[src/hw/rtl/att_pkg.sv]
// Shared types, codes and helpers of the ANSI text terminal engine.
`default_nettype none

package att_pkg;

    // Screen geometry defaults
    localparam int COLS_DEF = 80;
    localparam int ROWS_DEF = 25;

    // Field widths
    localparam int ROW_W = 5;
    localparam int COL_W = 7;
    localparam int CLR_W = 4;

    // Reset values of the default colors
    localparam logic [CLR_W-1:0] DFLT_FG_RST = 4'd10;
    localparam logic [CLR_W-1:0] DFLT_BG_RST = 4'd0;

    // Byte codes
    localparam logic [7:0] CH_ESC    = 8'h1B;
    localparam logic [7:0] CH_BS     = 8'h08;
    localparam logic [7:0] CH_LF     = 8'h0A;
    localparam logic [7:0] CH_CR     = 8'h0D;
    localparam logic [7:0] CH_DEL    = 8'h7F;
    localparam logic [7:0] CH_LBRACK = 8'h5B;
    localparam logic [7:0] CH_H      = 8'h48;
    localparam logic [7:0] CH_J      = 8'h4A;
    localparam logic [7:0] CH_M      = 8'h6D;
    localparam logic [7:0] CH_SPACE  = 8'h20;
    localparam logic [7:0] CH_0      = 8'h30;
    localparam logic [7:0] CH_1      = 8'h31;
    localparam logic [7:0] CH_2      = 8'h32;
    localparam logic [7:0] CH_3      = 8'h33;
    localparam logic [7:0] CH_4      = 8'h34;
    localparam logic [7:0] CH_7      = 8'h37;
    localparam logic [7:0] CH_9      = 8'h39;

    // Configuration register indexes
    localparam logic CFG_DFLT_FG = 1'b0;
    localparam logic CFG_DFLT_BG = 1'b1;

    typedef enum logic [1:0] {
        OP_PUT    = 2'd0,
        OP_SCROLL = 2'd1,
        OP_CLEAR  = 2'd2
    } t_op;

    typedef enum logic [2:0] {
        PH_NORMAL = 3'd0,
        PH_ESC    = 3'd1,
        PH_CSI    = 3'd2,
        PH_CSI2   = 3'd3,
        PH_LEAD   = 3'd4,
        PH_DIGIT  = 3'd5,
        PH_SKIP   = 3'd6
    } t_phase;

    typedef enum logic [1:0] {
        TGT_NONE = 2'd0,
        TGT_FG   = 2'd2,
        TGT_BG   = 2'd3
    } t_target;

    typedef struct packed {
        logic [ROW_W-1:0] row;
        logic [COL_W-1:0] col;
        logic [CLR_W-1:0] fg;
        logic [CLR_W-1:0] bg;
        logic             wrap;
        t_phase           phase;
        logic             bright;
        t_target          target;
    } t_state;

    typedef struct packed {
        t_op              op;
        logic [7:0]       glyph;
        logic [ROW_W-1:0] row;
        logic [COL_W-1:0] column;
        logic [CLR_W-1:0] fg;
        logic [CLR_W-1:0] bg;
    } t_res;

    // One or two results caused by a single byte
    typedef struct packed {
        logic two;
        t_res first;
        t_res second;
    } t_pair;

    // ANSI color number to VGA palette index
    function automatic logic [2:0] ansi_to_vga(input logic [2:0] d);
        logic [2:0] v;
        case (d)
            3'd0: v = 3'd0;
            3'd1: v = 3'd4;
            3'd2: v = 3'd2;
            3'd3: v = 3'd6;
            3'd4: v = 3'd1;
            3'd5: v = 3'd5;
            3'd6: v = 3'd3;
            default: v = 3'd7;
        endcase
        return v;
    endfunction

endpackage

`default_nettype wire

[src/hw/rtl/att_ifs.sv]
// Valid/ready channel interfaces for the byte stream and the display commands.
`default_nettype none

interface att_byte_if;
    logic       valid;
    logic       ready;
    logic [7:0] byte_in;

    modport source (output valid, output byte_in, input ready);
    modport sink   (input valid, input byte_in, output ready);
endinterface

interface att_res_if;
    logic       valid;
    logic       ready;
    logic [1:0] op;
    logic [7:0] glyph;
    logic [4:0] row;
    logic [6:0] column;
    logic [3:0] fg_color;
    logic [3:0] bg_color;
    logic       last;

    modport source (output valid, output op, output glyph, output row, output column,
                    output fg_color, output bg_color, output last, input ready);
    modport sink   (input valid, input op, input glyph, input row, input column,
                    input fg_color, input bg_color, input last, output ready);
endinterface

`default_nettype wire

[src/hw/rtl/att_step.sv]
// Per-byte next-state and display-command logic of the terminal.
`default_nettype none

module att_step #(
    parameter int COLS = att_pkg::COLS_DEF,
    parameter int ROWS = att_pkg::ROWS_DEF
) (
    input  att_pkg::t_state    i_state,
    input  logic [7:0]         i_byte,
    input  logic [3:0]         i_dflt_fg,
    input  logic [3:0]         i_dflt_bg,
    output att_pkg::t_state    o_state,
    output att_pkg::t_pair     o_pair,
    output logic               o_has_res
);
    import att_pkg::*;

    logic [COL_W:0] col_inc;
    logic [ROW_W:0] row_inc;
    logic           col_wraps;
    logic           row_bottom;
    logic           do_plain;
    logic [2:0]     vga;
    logic [3:0]     color;
    t_state         ns;
    t_pair          pair;
    logic           has_res;

    function automatic t_state color_lead(input t_state s, input logic [7:0] b,
                                          input logic [3:0] dfg, input logic [3:0] dbg);
        t_state r;
        r = s;
        case (b)
            CH_3: begin
                r.target = TGT_FG; r.bright = 1'b0; r.phase = PH_DIGIT;
            end
            CH_4: begin
                r.target = TGT_BG; r.bright = 1'b0; r.phase = PH_DIGIT;
            end
            CH_9: begin
                r.target = TGT_FG; r.bright = 1'b1; r.phase = PH_DIGIT;
            end
            CH_1: begin
                r.target = TGT_BG; r.bright = 1'b1; r.phase = PH_SKIP;
            end
            CH_0: begin
                r.fg = dfg; r.bg = dbg; r.target = TGT_NONE; r.bright = 1'b0;
            end
            default: ;
        endcase
        return r;
    endfunction

    function automatic t_res mk_res(input t_op op, input logic [7:0] g,
                                    input logic [ROW_W-1:0] r, input logic [COL_W-1:0] c,
                                    input logic [3:0] fg, input logic [3:0] bg);
        t_res x;
        x.op     = op;
        x.glyph  = g;
        x.row    = r;
        x.column = c;
        x.fg     = fg;
        x.bg     = bg;
        return x;
    endfunction

    assign col_inc    = {1'b0, i_state.col} + (COL_W+1)'(1);
    assign row_inc    = {1'b0, i_state.row} + (ROW_W+1)'(1);
    assign col_wraps  = col_inc >= (COL_W+1)'(COLS);
    assign row_bottom = row_inc >= (ROW_W+1)'(ROWS);
    assign vga        = ansi_to_vga(i_byte[2:0]);
    assign color      = {i_state.bright, vga};

    always_comb begin
        ns       = i_state;
        pair     = '0;
        has_res  = 1'b0;
        do_plain = 1'b0;

        case (i_state.phase)
            PH_ESC: begin
                ns.phase = PH_NORMAL;
                if (i_byte == CH_LBRACK) begin
                    ns.phase = PH_CSI;
                end else begin
                    do_plain = 1'b1;
                end
            end
            PH_CSI: begin
                ns.phase = PH_NORMAL;
                if (i_byte == CH_H) begin
                    ns.row = '0;
                    ns.col = '0;
                end else if (i_byte == CH_2) begin
                    ns.phase = PH_CSI2;
                end else if (i_byte inside {CH_3, CH_4, CH_9, CH_1, CH_0}) begin
                    ns.phase  = PH_LEAD;
                    ns.target = TGT_NONE;
                    ns.bright = 1'b0;
                    ns = color_lead(ns, i_byte, i_dflt_fg, i_dflt_bg);
                end else begin
                    do_plain = 1'b1;
                end
            end
            PH_CSI2: begin
                ns.phase = PH_NORMAL;
                if (i_byte == CH_J) begin
                    has_res    = 1'b1;
                    pair.first = mk_res(OP_CLEAR, CH_SPACE, '0, '0, i_state.fg, i_state.bg);
                end else begin
                    do_plain = 1'b1;
                end
            end
            PH_LEAD: begin
                if (i_byte == CH_M) begin
                    ns.phase = PH_NORMAL;
                end else begin
                    ns = color_lead(ns, i_byte, i_dflt_fg, i_dflt_bg);
                end
            end
            PH_SKIP: begin
                ns.phase = PH_DIGIT;
            end
            PH_DIGIT: begin
                if (i_byte == CH_M) begin
                    ns.phase = PH_NORMAL;
                end else if (i_byte inside {[CH_0:CH_7]}) begin
                    if (i_state.target == TGT_BG) begin
                        ns.bg = color;
                    end else begin
                        ns.fg = color;
                    end
                    ns.target = TGT_NONE;
                    ns.bright = 1'b0;
                    ns.phase  = PH_LEAD;
                end
            end
            default: begin
                ns.phase = PH_NORMAL;
                if (i_byte == CH_ESC) begin
                    ns.phase = PH_ESC;
                end else begin
                    do_plain = 1'b1;
                end
            end
        endcase

        // Plain byte handling: BS, LF and CR move the cursor, DEL puts a space, anything else is drawn
        if (do_plain) begin
            case (i_byte)
                CH_BS: begin
                    if (i_state.col != '0) begin
                        ns.col = i_state.col - COL_W'(1);
                    end else begin
                        ns.col = COL_W'(COLS - 1);
                        if (i_state.row != '0) begin
                            ns.row = i_state.row - ROW_W'(1);
                        end
                    end
                end
                CH_LF: begin
                    if (!i_state.wrap) begin
                        ns.col = '0;
                        if (row_bottom) begin
                            ns.row     = ROW_W'(ROWS - 1);
                            has_res    = 1'b1;
                            pair.first = mk_res(OP_SCROLL, CH_SPACE, '0, '0,
                                                i_state.fg, i_state.bg);
                        end else begin
                            ns.row = row_inc[ROW_W-1:0];
                        end
                    end
                end
                CH_CR: begin
                    ns.col = '0;
                end
                CH_DEL: begin
                    has_res    = 1'b1;
                    pair.first = mk_res(OP_PUT, CH_SPACE, i_state.row, i_state.col,
                                        i_state.fg, i_state.bg);
                end
                default: begin
                    has_res    = 1'b1;
                    ns.wrap    = 1'b0;
                    pair.first = mk_res(OP_PUT, i_byte, i_state.row, i_state.col,
                                        i_state.fg, i_state.bg);
                    ns.col     = col_inc[COL_W-1:0];
                    if (col_wraps) begin
                        ns.wrap = 1'b1;
                        ns.col  = '0;
                        if (row_bottom) begin
                            ns.row      = ROW_W'(ROWS - 1);
                            pair.two    = 1'b1;
                            pair.second = mk_res(OP_SCROLL, CH_SPACE, '0, '0,
                                                 i_state.fg, i_state.bg);
                        end else begin
                            ns.row = row_inc[ROW_W-1:0];
                        end
                    end
                end
            endcase
        end

        if (ns.phase inside {PH_NORMAL, PH_ESC, PH_CSI, PH_CSI2}) begin
            ns.target = TGT_NONE;
            ns.bright = 1'b0;
        end
    end

    assign o_state   = ns;
    assign o_pair    = pair;
    assign o_has_res = has_res;

endmodule

`default_nettype wire

[src/hw/rtl/att_outq.sv]
// Two-entry result queue that drains one display command per transfer.
`default_nettype none

module att_outq (
    input  logic            i_clk,
    input  logic            i_rst_n,
    input  logic            i_push,
    input  att_pkg::t_pair  i_pair,
    output logic            o_room,
    att_res_if.source       o_res
);
    import att_pkg::*;

    t_pair      r_slot [2];
    logic       r_wp;
    logic       r_rp;
    logic [1:0] r_cnt;
    logic       r_sub;
    logic [1:0] n_cnt;

    t_pair      head;
    t_res       cur;
    logic       head_last;
    logic       xfer;
    logic       pop_pair;
    logic       push_ok;

    assign head      = r_slot[r_rp];
    assign cur       = r_sub ? head.second : head.first;
    assign head_last = !head.two || r_sub;
    assign o_room    = r_cnt != 2'd2;
    assign push_ok   = i_push && o_room;
    assign xfer      = o_res.valid && o_res.ready;
    assign pop_pair  = xfer && head_last;

    assign o_res.valid    = r_cnt != 2'd0;
    assign o_res.op       = cur.op;
    assign o_res.glyph    = cur.glyph;
    assign o_res.row      = cur.row;
    assign o_res.column   = cur.column;
    assign o_res.fg_color = cur.fg;
    assign o_res.bg_color = cur.bg;
    assign o_res.last     = head_last;

    always_comb begin
        n_cnt = r_cnt;
        if (push_ok && !pop_pair) begin
            n_cnt = r_cnt + 2'd1;
        end else if (!push_ok && pop_pair) begin
            n_cnt = r_cnt - 2'd1;
        end
    end

    always_ff @(posedge i_clk) begin
        if (push_ok) begin
            r_slot[r_wp] <= i_pair;
        end
    end

    always_ff @(posedge i_clk) begin
        if (!i_rst_n) begin
            r_wp  <= 1'b0;
            r_rp  <= 1'b0;
            r_cnt <= 2'd0;
            r_sub <= 1'b0;
        end else begin
            r_cnt <= n_cnt;
            if (push_ok) begin
                r_wp <= !r_wp;
            end
            if (pop_pair) begin
                r_rp  <= !r_rp;
                r_sub <= 1'b0;
            end else if (xfer) begin
                r_sub <= 1'b1;
            end
        end
    end

endmodule

`default_nettype wire

[src/hw/rtl/ansi_text_terminal_engine.sv]
// Top level of the ANSI text terminal engine: state registers, config and queue.
//
//  channel   dir  handshake      payload
//  i_byte    in   valid/ready    byte_in[7:0]
//  o_res     out  valid/ready    op, glyph, row, column, fg_color, bg_color, last
//  i_cfg_*   in   write enable   index[0] (0 default_fg, 1 default_bg), wdata[3:0]
//
// When a byte is taken, its display commands are written into a
// two-entry result queue at the same edge and the cursor/parser state updates.
// The queue drains one command per transfer, so a byte that wraps at the
// bottom row (glyph plus scroll) holds the output for two transfers.
// Input ready drops only while the queue holds two unfinished byte results.
// Reset is synchronous and clears cursor, colors and parser.
`default_nettype none

module ansi_text_terminal_engine #(
    parameter int COLS = att_pkg::COLS_DEF,
    parameter int ROWS = att_pkg::ROWS_DEF
) (
    input  logic       i_clk,
    input  logic       i_rst_n,
    att_byte_if.sink   i_byte,
    att_res_if.source  o_res,
    input  logic       i_cfg_wr_en,
    input  logic       i_cfg_index,
    input  logic [3:0] i_cfg_wdata
);
    import att_pkg::*;

    t_state     r_state;
    t_state     n_state;
    logic [3:0] r_dflt_fg;
    logic [3:0] r_dflt_bg;
    t_pair      step_pair;
    logic       step_has_res;
    logic       room;
    logic       accept;

    // Take a byte whenever the queue can hold its results
    assign i_byte.ready = room;
    assign accept       = i_byte.valid && room;

    att_step #(
        .COLS (COLS),
        .ROWS (ROWS)
    ) u_step (
        .i_state   (r_state),
        .i_byte    (i_byte.byte_in),
        .i_dflt_fg (r_dflt_fg),
        .i_dflt_bg (r_dflt_bg),
        .o_state   (n_state),
        .o_pair    (step_pair),
        .o_has_res (step_has_res)
    );

    att_outq u_outq (
        .i_clk   (i_clk),
        .i_rst_n (i_rst_n),
        .i_push  (accept && step_has_res),
        .i_pair  (step_pair),
        .o_room  (room),
        .o_res   (o_res)
    );

    // Default colors; the user must write them only while the engine is idle, the block does not enforce it
    always_ff @(posedge i_clk) begin
        if (!i_rst_n) begin
            r_dflt_fg <= DFLT_FG_RST;
            r_dflt_bg <= DFLT_BG_RST;
        end else if (i_cfg_wr_en) begin
            case (i_cfg_index)
                CFG_DFLT_FG: r_dflt_fg <= i_cfg_wdata;
                CFG_DFLT_BG: r_dflt_bg <= i_cfg_wdata;
                default: ;
            endcase
        end
    end

    // Advance cursor, colors and parser on every accepted byte
    always_ff @(posedge i_clk) begin
        if (!i_rst_n) begin
            r_state.row    <= '0;
            r_state.col    <= '0;
            r_state.fg     <= DFLT_FG_RST;
            r_state.bg     <= DFLT_BG_RST;
            r_state.wrap   <= 1'b0;
            r_state.phase  <= PH_NORMAL;
            r_state.bright <= 1'b0;
            r_state.target <= TGT_NONE;
        end else if (accept) begin
            r_state <= n_state;
        end
    end

endmodule

`default_nettype wire

[src/flat_wrapper.sv]
// flat-port wrapper written by rule: the top's interface ports become plain ports
module ansi_text_terminal_engine_flat import att_pkg::*;
#(
    parameter int COLS = att_pkg::COLS_DEF,
    parameter int ROWS = att_pkg::ROWS_DEF
)
  (i_clk, i_rst_n, i_cfg_wr_en, i_cfg_index, i_cfg_wdata, i_byte_valid, i_byte_byte_in, i_byte_ready, o_res_valid, o_res_op, o_res_glyph, o_res_row, o_res_column, o_res_fg_color, o_res_bg_color, o_res_last, o_res_ready);
  att_byte_if i_byte_i ();
  att_res_if o_res_i ();
  input  logic i_clk;
  input  logic i_rst_n;
  input  logic i_cfg_wr_en;
  input  logic i_cfg_index;
  input  logic [3:0] i_cfg_wdata;
  input wire logic [$bits(i_byte_i.valid)-1:0] i_byte_valid;
  input wire logic [$bits(i_byte_i.byte_in)-1:0] i_byte_byte_in;
  output wire logic [$bits(i_byte_i.ready)-1:0] i_byte_ready;
  output wire logic [$bits(o_res_i.valid)-1:0] o_res_valid;
  output wire logic [$bits(o_res_i.op)-1:0] o_res_op;
  output wire logic [$bits(o_res_i.glyph)-1:0] o_res_glyph;
  output wire logic [$bits(o_res_i.row)-1:0] o_res_row;
  output wire logic [$bits(o_res_i.column)-1:0] o_res_column;
  output wire logic [$bits(o_res_i.fg_color)-1:0] o_res_fg_color;
  output wire logic [$bits(o_res_i.bg_color)-1:0] o_res_bg_color;
  output wire logic [$bits(o_res_i.last)-1:0] o_res_last;
  input wire logic [$bits(o_res_i.ready)-1:0] o_res_ready;
  assign i_byte_i.valid = i_byte_valid;
  assign i_byte_i.byte_in = i_byte_byte_in;
  assign i_byte_ready = i_byte_i.ready;
  assign o_res_valid = o_res_i.valid;
  assign o_res_op = o_res_i.op;
  assign o_res_glyph = o_res_i.glyph;
  assign o_res_row = o_res_i.row;
  assign o_res_column = o_res_i.column;
  assign o_res_fg_color = o_res_i.fg_color;
  assign o_res_bg_color = o_res_i.bg_color;
  assign o_res_last = o_res_i.last;
  assign o_res_i.ready = o_res_ready;
  ansi_text_terminal_engine #(.COLS(COLS), .ROWS(ROWS)) u_core (.i_clk(i_clk), .i_rst_n(i_rst_n), .i_byte(i_byte_i), .o_res(o_res_i), .i_cfg_wr_en(i_cfg_wr_en), .i_cfg_index(i_cfg_index), .i_cfg_wdata(i_cfg_wdata));
endmodule
[config.mk]
export PLATFORM = sky130hd
export DESIGN_NAME = ansi_text_terminal_engine_flat
export DESIGN_NICKNAME = d
export VERILOG_FILES = /design/src/hw/rtl/att_pkg.sv /design/src/hw/rtl/att_ifs.sv /design/src/hw/rtl/att_step.sv /design/src/hw/rtl/att_outq.sv /design/src/hw/rtl/ansi_text_terminal_engine.sv /design/src/flat_wrapper.sv
export SDC_FILE = /design/constraint.sdc
export NUM_CORES = 1
export LEC_CHECK = 0
export BUFFER_PORTS_ARGS = -buffer_cell sky130_fd_sc_hd__buf_2
export CAP_MARGIN = 20
export CORE_MARGIN = 2
export CORE_UTILIZATION = 67
export DETAILED_ROUTE_END_ITERATION = 8
export HOLD_SLACK_MARGIN = 0.12
export PLACE_DENSITY = 0.88
export SYNTH_ARGS = -nofsm -noshare
export SYNTH_HDL_FRONTEND = slang
export SYNTH_HIERARCHICAL = 1
export SYNTH_SLANG_ARGS = --single-unit
[constraint.sdc]
create_clock -name i_clk -period 8.4 [get_ports i_clk]
set_clock_uncertainty 0.1 [all_clocks]
set_input_delay 1.68 -clock i_clk [delete_from_list [all_inputs] [get_ports i_clk]]
set_output_delay 1.68 -clock i_clk [all_outputs]
set_load 0.03 [all_outputs]
==> results of run 1 <==
kinds of logic after synthesis:
group / Yosys count / synth area share (%)
simple gates: 271 / 17.3
flops: 163 / 53.8
compound gates: 134 / 12.1
buf+inv: 87 / 6.15
mux: 39 / 9.20
fa+ha+maj: 6 / 0.900
xor+xnor: 5 / 0.525
other cells: 1 / 0.0450
layer usage:
metal	up-vias	share of wire, %	wire length (µm)	GRT usage, %
li1	2710	-	-	-
met2	264	51	9280	48.5
met3	47	6.8	1250	5.91
met4	0	2.5	457	11.6
met5	-	0	0	0
met1	2864	40	7290	36.0
through the flow:
step | instances | total power, mW | hold slack (ps) | instance area [µm²] | worst slack, ps
5_1_grt | 910 | 2.55 | 392 | 9070 | 2950
4_1_cts | 909 | 2.48 | 374 | 9050 | 3230
2_1_floorplan | 725 | 1.56 | 335 | 8410 | 3030
3_5_place_dp | 877 | 1.70 | 366 | 8460 | 2780
6_report | 910 | 2.46 | 373 | 9070 | 3150
3_3_place_gp | 877 | 1.67 | 354 | 8460 | 3000
worst paths after layout:
path / depth (start not counted) / slack, ps / endpoint / from
max reg2reg: 8 / 4060 / u_core/u_outq/r_slot[1][17]$_DFFE_PP_ / u_core/r_state[4]$_SDFFE_PN0P_
max: 10 / 3150 / u_core/u_outq/r_slot[1][17]$_DFFE_PP_ / i_byte_byte_in[4]
min reg2reg: 2 / 370 / u_core/r_dflt_bg[3]$_SDFFE_PN0P_ / u_core/r_dflt_bg[3]$_SDFFE_PN0P_
min: 2 / 370 / u_core/r_dflt_bg[3]$_SDFFE_PN0P_ / u_core/r_dflt_bg[3]$_SDFFE_PN0P_
critical path, cell delays in order:
cell       delay (ps)
buf_2             140
nand4bb_1         340
nor2_1            160
a311o_2           460
o221ai_1          460
a31oi_2           400
inv_1             110
and3_1            230
and3_2            600
buf_4             560
placed cells by master (no fill, tap or decap), drive strengths merged, types with 6 or more instances in the layout:
cell type	Yosys	final
conb	1	20
edfxtp	122	122
o21ai	41	41
nor2b	11	11
a21oi	22	22
nand2b	10	10
clkbuf	16	20
mux2i	8	8
inv	16	18
nand4	30	30
nand3b	7	7
o211ai	11	11
buf	55	56
nand2	72	72
nor2	39	39
nor3	24	24
mux4	30	30
nand3	7	7
or2	10	10
ha	6	6
a32oi	9	9
and3	9	9
clkinv	0	7
and2	26	26
or3	6	6
dfxtp	41	41
area by class of cell:
| class | instances | share of cell area, % |
|---|---|---|
| flip-flops and latches | 163 | 49.4 |
| clock inverters | 12 | 1.72 |
| well taps | 168 | 2.32 |
| repair buffers | 56 | 3.39 |
| inverters | 16 | 0.662 |
| clock buffers | 20 | 4.81 |
| multi-input cells | 475 | 37.7 |
power groups by stage:
stage | Combinational (mW) | Clock (mW) | Sequential (mW)
6_report | 0.616 | 0.783 | 1.06
4_1_cts | 0.623 | 0.793 | 1.06
3_5_place_dp | 0.619 | 0 | 1.08
5_1_grt | 0.660 | 0.819 | 1.07
3_3_place_gp | 0.605 | 0 | 1.07
2_1_floorplan | 0.496 | 0 | 1.06
sequential cells by signal, summed over array words and instances (netlist names), named ones only:
| register | count |
|---|---|
| u_core/u_outq/r_slot | 122 |
| u_core/r_dflt_fg | 4 |
| u_core/u_outq/r_rp | 1 |
| u_core/u_outq/r_sub | 1 |
| u_core/r_state | 27 |
| u_core/r_dflt_bg | 4 |
| u_core/u_outq/r_wp | 1 |
| u_core/u_outq/r_cnt | 2 |
==> flow_metrics.py, run 1 <==
metrics = {
    "yosys": {
        "synth_edf_count": 122,
        "synth_seq_area_share_pct": 53.8,
        "synth_top_cells_by_count": "edfxtp_1, nand2_1, dfxtp_1",
        "yosysTopAreaCell": "edfxtp_1",
        "syn_inst": 706,
        "ys_top_cells_by_area": "edfxtp_1, dfxtp_1, mux4_2",
        "synth_area_um2": 8340,
        "syn_avg_cell_area_um2": 11.8,
        "yosys_most_used_dff": "edfxtp_1",
        "yosysWarnings": 6,
        "ys_types": 75,
        "yosysMostFrequentCell": "edfxtp_1",
        "ys_ff_latch": 163,
        "async_flop_share_pct": 0,
        "synth_top_area_share_pct": 43.9,
    },
    "setup_path": {
        "crit_type": "input pin to flip-flop",
        "critical_path.max_fanout": 39,
        "required_ps": 8370,
        "crit_arrival_ps": 5210,
        "worst_setup_path_start_kind": "input pin",
        "end_kind": "flip-flop",
    },
    "floorplanning": {
        "rows": 40,
        "core_um2": 12100,
        "die_height_um": 116,
        "io_pins": 51,
        "initial_core_util_pct": 69.1,
        "die_area_um2": 13400,
        "dieWidth_um": 116,
    },
    "power_and_ir_drop": {
        "p_clk_share_pct": 31.8,
        "power_density_nw_per_um2": 271,
        "combPwrFrac_pct": 25.0,
        "ir_worst_vdd_uv": 258,
        "p_leak_nw": 3.15,
        "pwr-share-seq_pct": 43.2,
        "switching_power_uw": 769,
        "p_int_mw": 1.69,
        "switching_share_pct": 31.2,
    },
    "finish": {
        "fillerInstances": 800,
        "multiInputGateArea_um2": 3420,
        "nNetsFinal": 753,
        "syn_to_final_growth_pct": 8.78,
        "n_antenna_cell": 0,
        "final_core_util_pct": 75.2,
        "ff_latch_area_um2": 4490,
        "drive_above_1_share_pct": 21.3,
    },
    "timing": {
        "fmax_ghz": 0.191,
        "tightest_slew_ps": 911,
        "finalSetupViolations": 0,
        "tns_ps": 0,
        "fin_crit_sh_pct": 62.5,
        "finalMaxSlewViolations": 0,
        "rsz0062_at_grt": "no",
        "slew_headroom_pct": 39.1,
        "min_period_ps": 5250,
        "finalHoldViolations": 0,
    },
    "clocking": {
        "cts_buffers": 17,
        "cts_max_level": 4,
        "cts_resized": 0,
        "cts_buffer_depth": 2,
        "post-cts-setup-buffers": 0,
        "hold_buffers": 0,
        "cts.sinks": 163,
        "worstSkewPairLatency_ps": 430,
        "clk_pin_slew_worst_paths_ps": 60,
        "cts_root_buf": "clkbuf_16",
        "cts_tree": "yes",
    },
    "drt": {
        "firstDrtPassIters": 5,
        "drtAntennaViolNets": 0,
        "wl_per_cell_um": 20.1,
        "via_per_inst": 6.47,
        "drt-total-wl_um": 18300,
        "route.detailed.drc": 0,
        "vias": 5885,
        "drtIter0Drc": 513,
    },
    "grt": {
        "grt_pass1_vias": 5829,
        "grt_overflow": 0,
        "track_usage_pct": 28.5,
        "grt_pass1_wl_um": 29100,
        "grt_max_degree": 68,
        "antenna_found_initial": 0,
    },
    "flow_run": {
        "cap_violations": 0,
    },
    "place": {
        "gp_congestion": 0.938,
        "dp_hpwl_um": 12000,
        "io_buffers": 50,
    },
    "outcome": {
        "status": "complete, no violations",
    },
    "hold_path": {
        "holdCritPathClass": "flip-flop to flip-flop",
    },
}
Note: power is estimated with default switching activity, not from simulation.
==> run 2, diff against run 1 <==
- CORE_UTILIZATION: 67 -> 62
- PLACE_DENSITY: 0.88 -> 0.82
- clock period: 8.4 -> 5.45 ns (I/O delays scaled with it)
==> flow_metrics.py, run 2 (same netlist as run 1, synthesis figures left out) <==
metrics = {
    "outcome": {
        "status": "complete, no violations",
    },
    "floorplanning": {
        "core_um2": 13200,
        "dieWidth_um": 120,
        "die_area_um2": 14400,
        "rows": 42,
        "io_pins": 51,
        "die_height_um": 120,
        "initial_core_util_pct": 63.2,
    },
    "clocking": {
        "hold_buffers": 0,
        "post-cts-setup-buffers": 0,
        "cts_resized": 0,
        "cts_buffers": 17,
        "cts.sinks": 163,
        "worstSkewPairLatency_ps": 430,
        "cts_max_level": 4,
        "clk_pin_slew_worst_paths_ps": 60,
        "cts_buffer_depth": 2,
        "cts_root_buf": "clkbuf_16",
        "cts_tree": "yes",
    },
    "grt": {
        "antenna_found_initial": 0,
        "grt_overflow": 0,
        "grt_max_degree": 68,
        "grt_pass1_vias": 5793,
        "grt_pass1_wl_um": 31500,
        "track_usage_pct": 28.9,
    },
    "finish": {
        "drive_above_1_share_pct": 21.5,
        "regMostFlops": "u_core/u_outq/r_slot",
        "layout_commonest_cell": "edfxtp_1",
        "layout_common_cells": "edfxtp_1, nand2_1, buf_2",
        "nNetsFinal": 756,
        "syn_to_final_growth_pct": 8.48,
        "top_regs": "u_core/u_outq/r_slot (122), u_core/r_state (27)",
        "largest_register_ffs": 122,
        "n_antenna_cell": 0,
    },
    "place": {
        "gp_congestion": 0.938,
        "io_buffers": 50,
        "dp_hpwl_um": 13200,
        "dpl_worst_slack_ps": 791,
    },
    "timing": {
        "finalMaxSlewViolations": 0,
        "fin_crit_sh_pct": 79.2,
        "finalSetupViolations": 0,
        "rsz0062_at_grt": "no",
        "slew_headroom_pct": 37.3,
        "fmax_ghz": 0.232,
        "tns_ps": 0,
        "min_period_ps": 4310,
        "tightest_slew_ps": 939,
        "finalHoldViolations": 0,
        "setup_ws_ps": 1140,
    },
    "power_and_ir_drop": {
        "ir_worst_vdd_uv": 299,
        "p_leak_nw": 3.14,
        "power_density_nw_per_um2": 408,
    },
    "hold_path": {
        "holdCritPathClass": "flip-flop to flip-flop",
        "hp-start": "u_core/r_dflt_bg[3]$_SDFFE_PN0P_",
    },
    "drt": {
        "firstDrtPassIters": 7,
        "drtIter0Drc": 600,
        "drtAntennaViolNets": 0,
        "route.detailed.drc": 0,
        "drt-total-wl_um": 19700,
        "via_per_inst": 6.52,
        "vias": 6000,
        "wl_per_cell_um": 21.4,
    },
    "flow_run": {
        "cap_violations": 0,
    },
    "setup_path": {
        "required_ps": 5470,
        "end_kind": "flip-flop",
        "r2r_start": "u_core/r_state[22]$_SDFFE_PN0P_",
        "crit_arrival_ps": 4340,
        "worst_setup_path_start_kind": "input pin",
        "critical_path.max_fanout": 36,
        "crit_type": "input pin to flip-flop",
        "startpoint": "i_byte_byte_in[6]",
    },
}
[run 2: cell types whose count changed in the layout (fill, tap and decap cells not counted), moves of 2 or more]
cell,delta
clkinv_4,-3
clkinv_2,+4
bufinv_16,-2
buf_4,+2
[run 2: routing by layer]
metal	wire [µm]	vias to the layer above	part of all wire [%]	GRT usage (%)
met5	0	-	0	0
met2	10200	295	52	49.0
met3	1290	69	6.6	5.37
li1	-	2713	-	-
met4	621	0	3.2	12.0
met1	7580	2923	38	36.7
[run 2: layout make-up]
cell class	count	area, µm²
clock buffer	19	433
clock inverter	12	90.1
fill	983	4140
inverter	16	60.1
multi-input combinational	475	3420
sequential	163	4490
tap	176	220
timing repair buffer	59	343
[run 2: worst max-delay path: stages]
cell and delay (ps):
buf_2 120, nand4bb_1 380, nor2_1 190, a311o_2 460
o221ai_1 440, a31oi_2 140, buf_4 210, inv_1 60
and3_1 210, and3_2 690, buf_12 310
[run 2: per-stage QoR]
stage	cell area, µm²	utilization, %	total power [mW]	std cells	hold slack, ps
finish	9050	68.6	3.69	920	373
global route	9050	68.6	3.84	920	400
CTS	9030	68.4	3.72	919	374
detailed placement	8500	64.5	2.64	888	366
global placement	8500	64.5	2.60	888	356
floorplan	8410	-	2.40	725	335
[run 2: power breakdown]
part	internal [mW]	switching (mW)	leakage [nW]	total, mW
Sequential	1.57	0.103	1.48	1.67
Combinational	0.329	0.620	1.40	0.949
Clock	0.616	0.459	0.257	1.07
[run 2: path summary, 6_finish.rpt]
check / end / slack (ps) / cells after the start
worst max register to register: u_core/u_outq/r_slot[1][59]$_DFFE_PP_ / 1490 / 11
worst max-delay path: u_core/u_outq/r_slot[1][59]$_DFFE_PP_ / 1140 / 11
worst min register to register: u_core/r_dflt_bg[3]$_SDFFE_PN0P_ / 370 / 2
worst min-delay path: u_core/r_dflt_bg[3]$_SDFFE_PN0P_ / 370 / 2
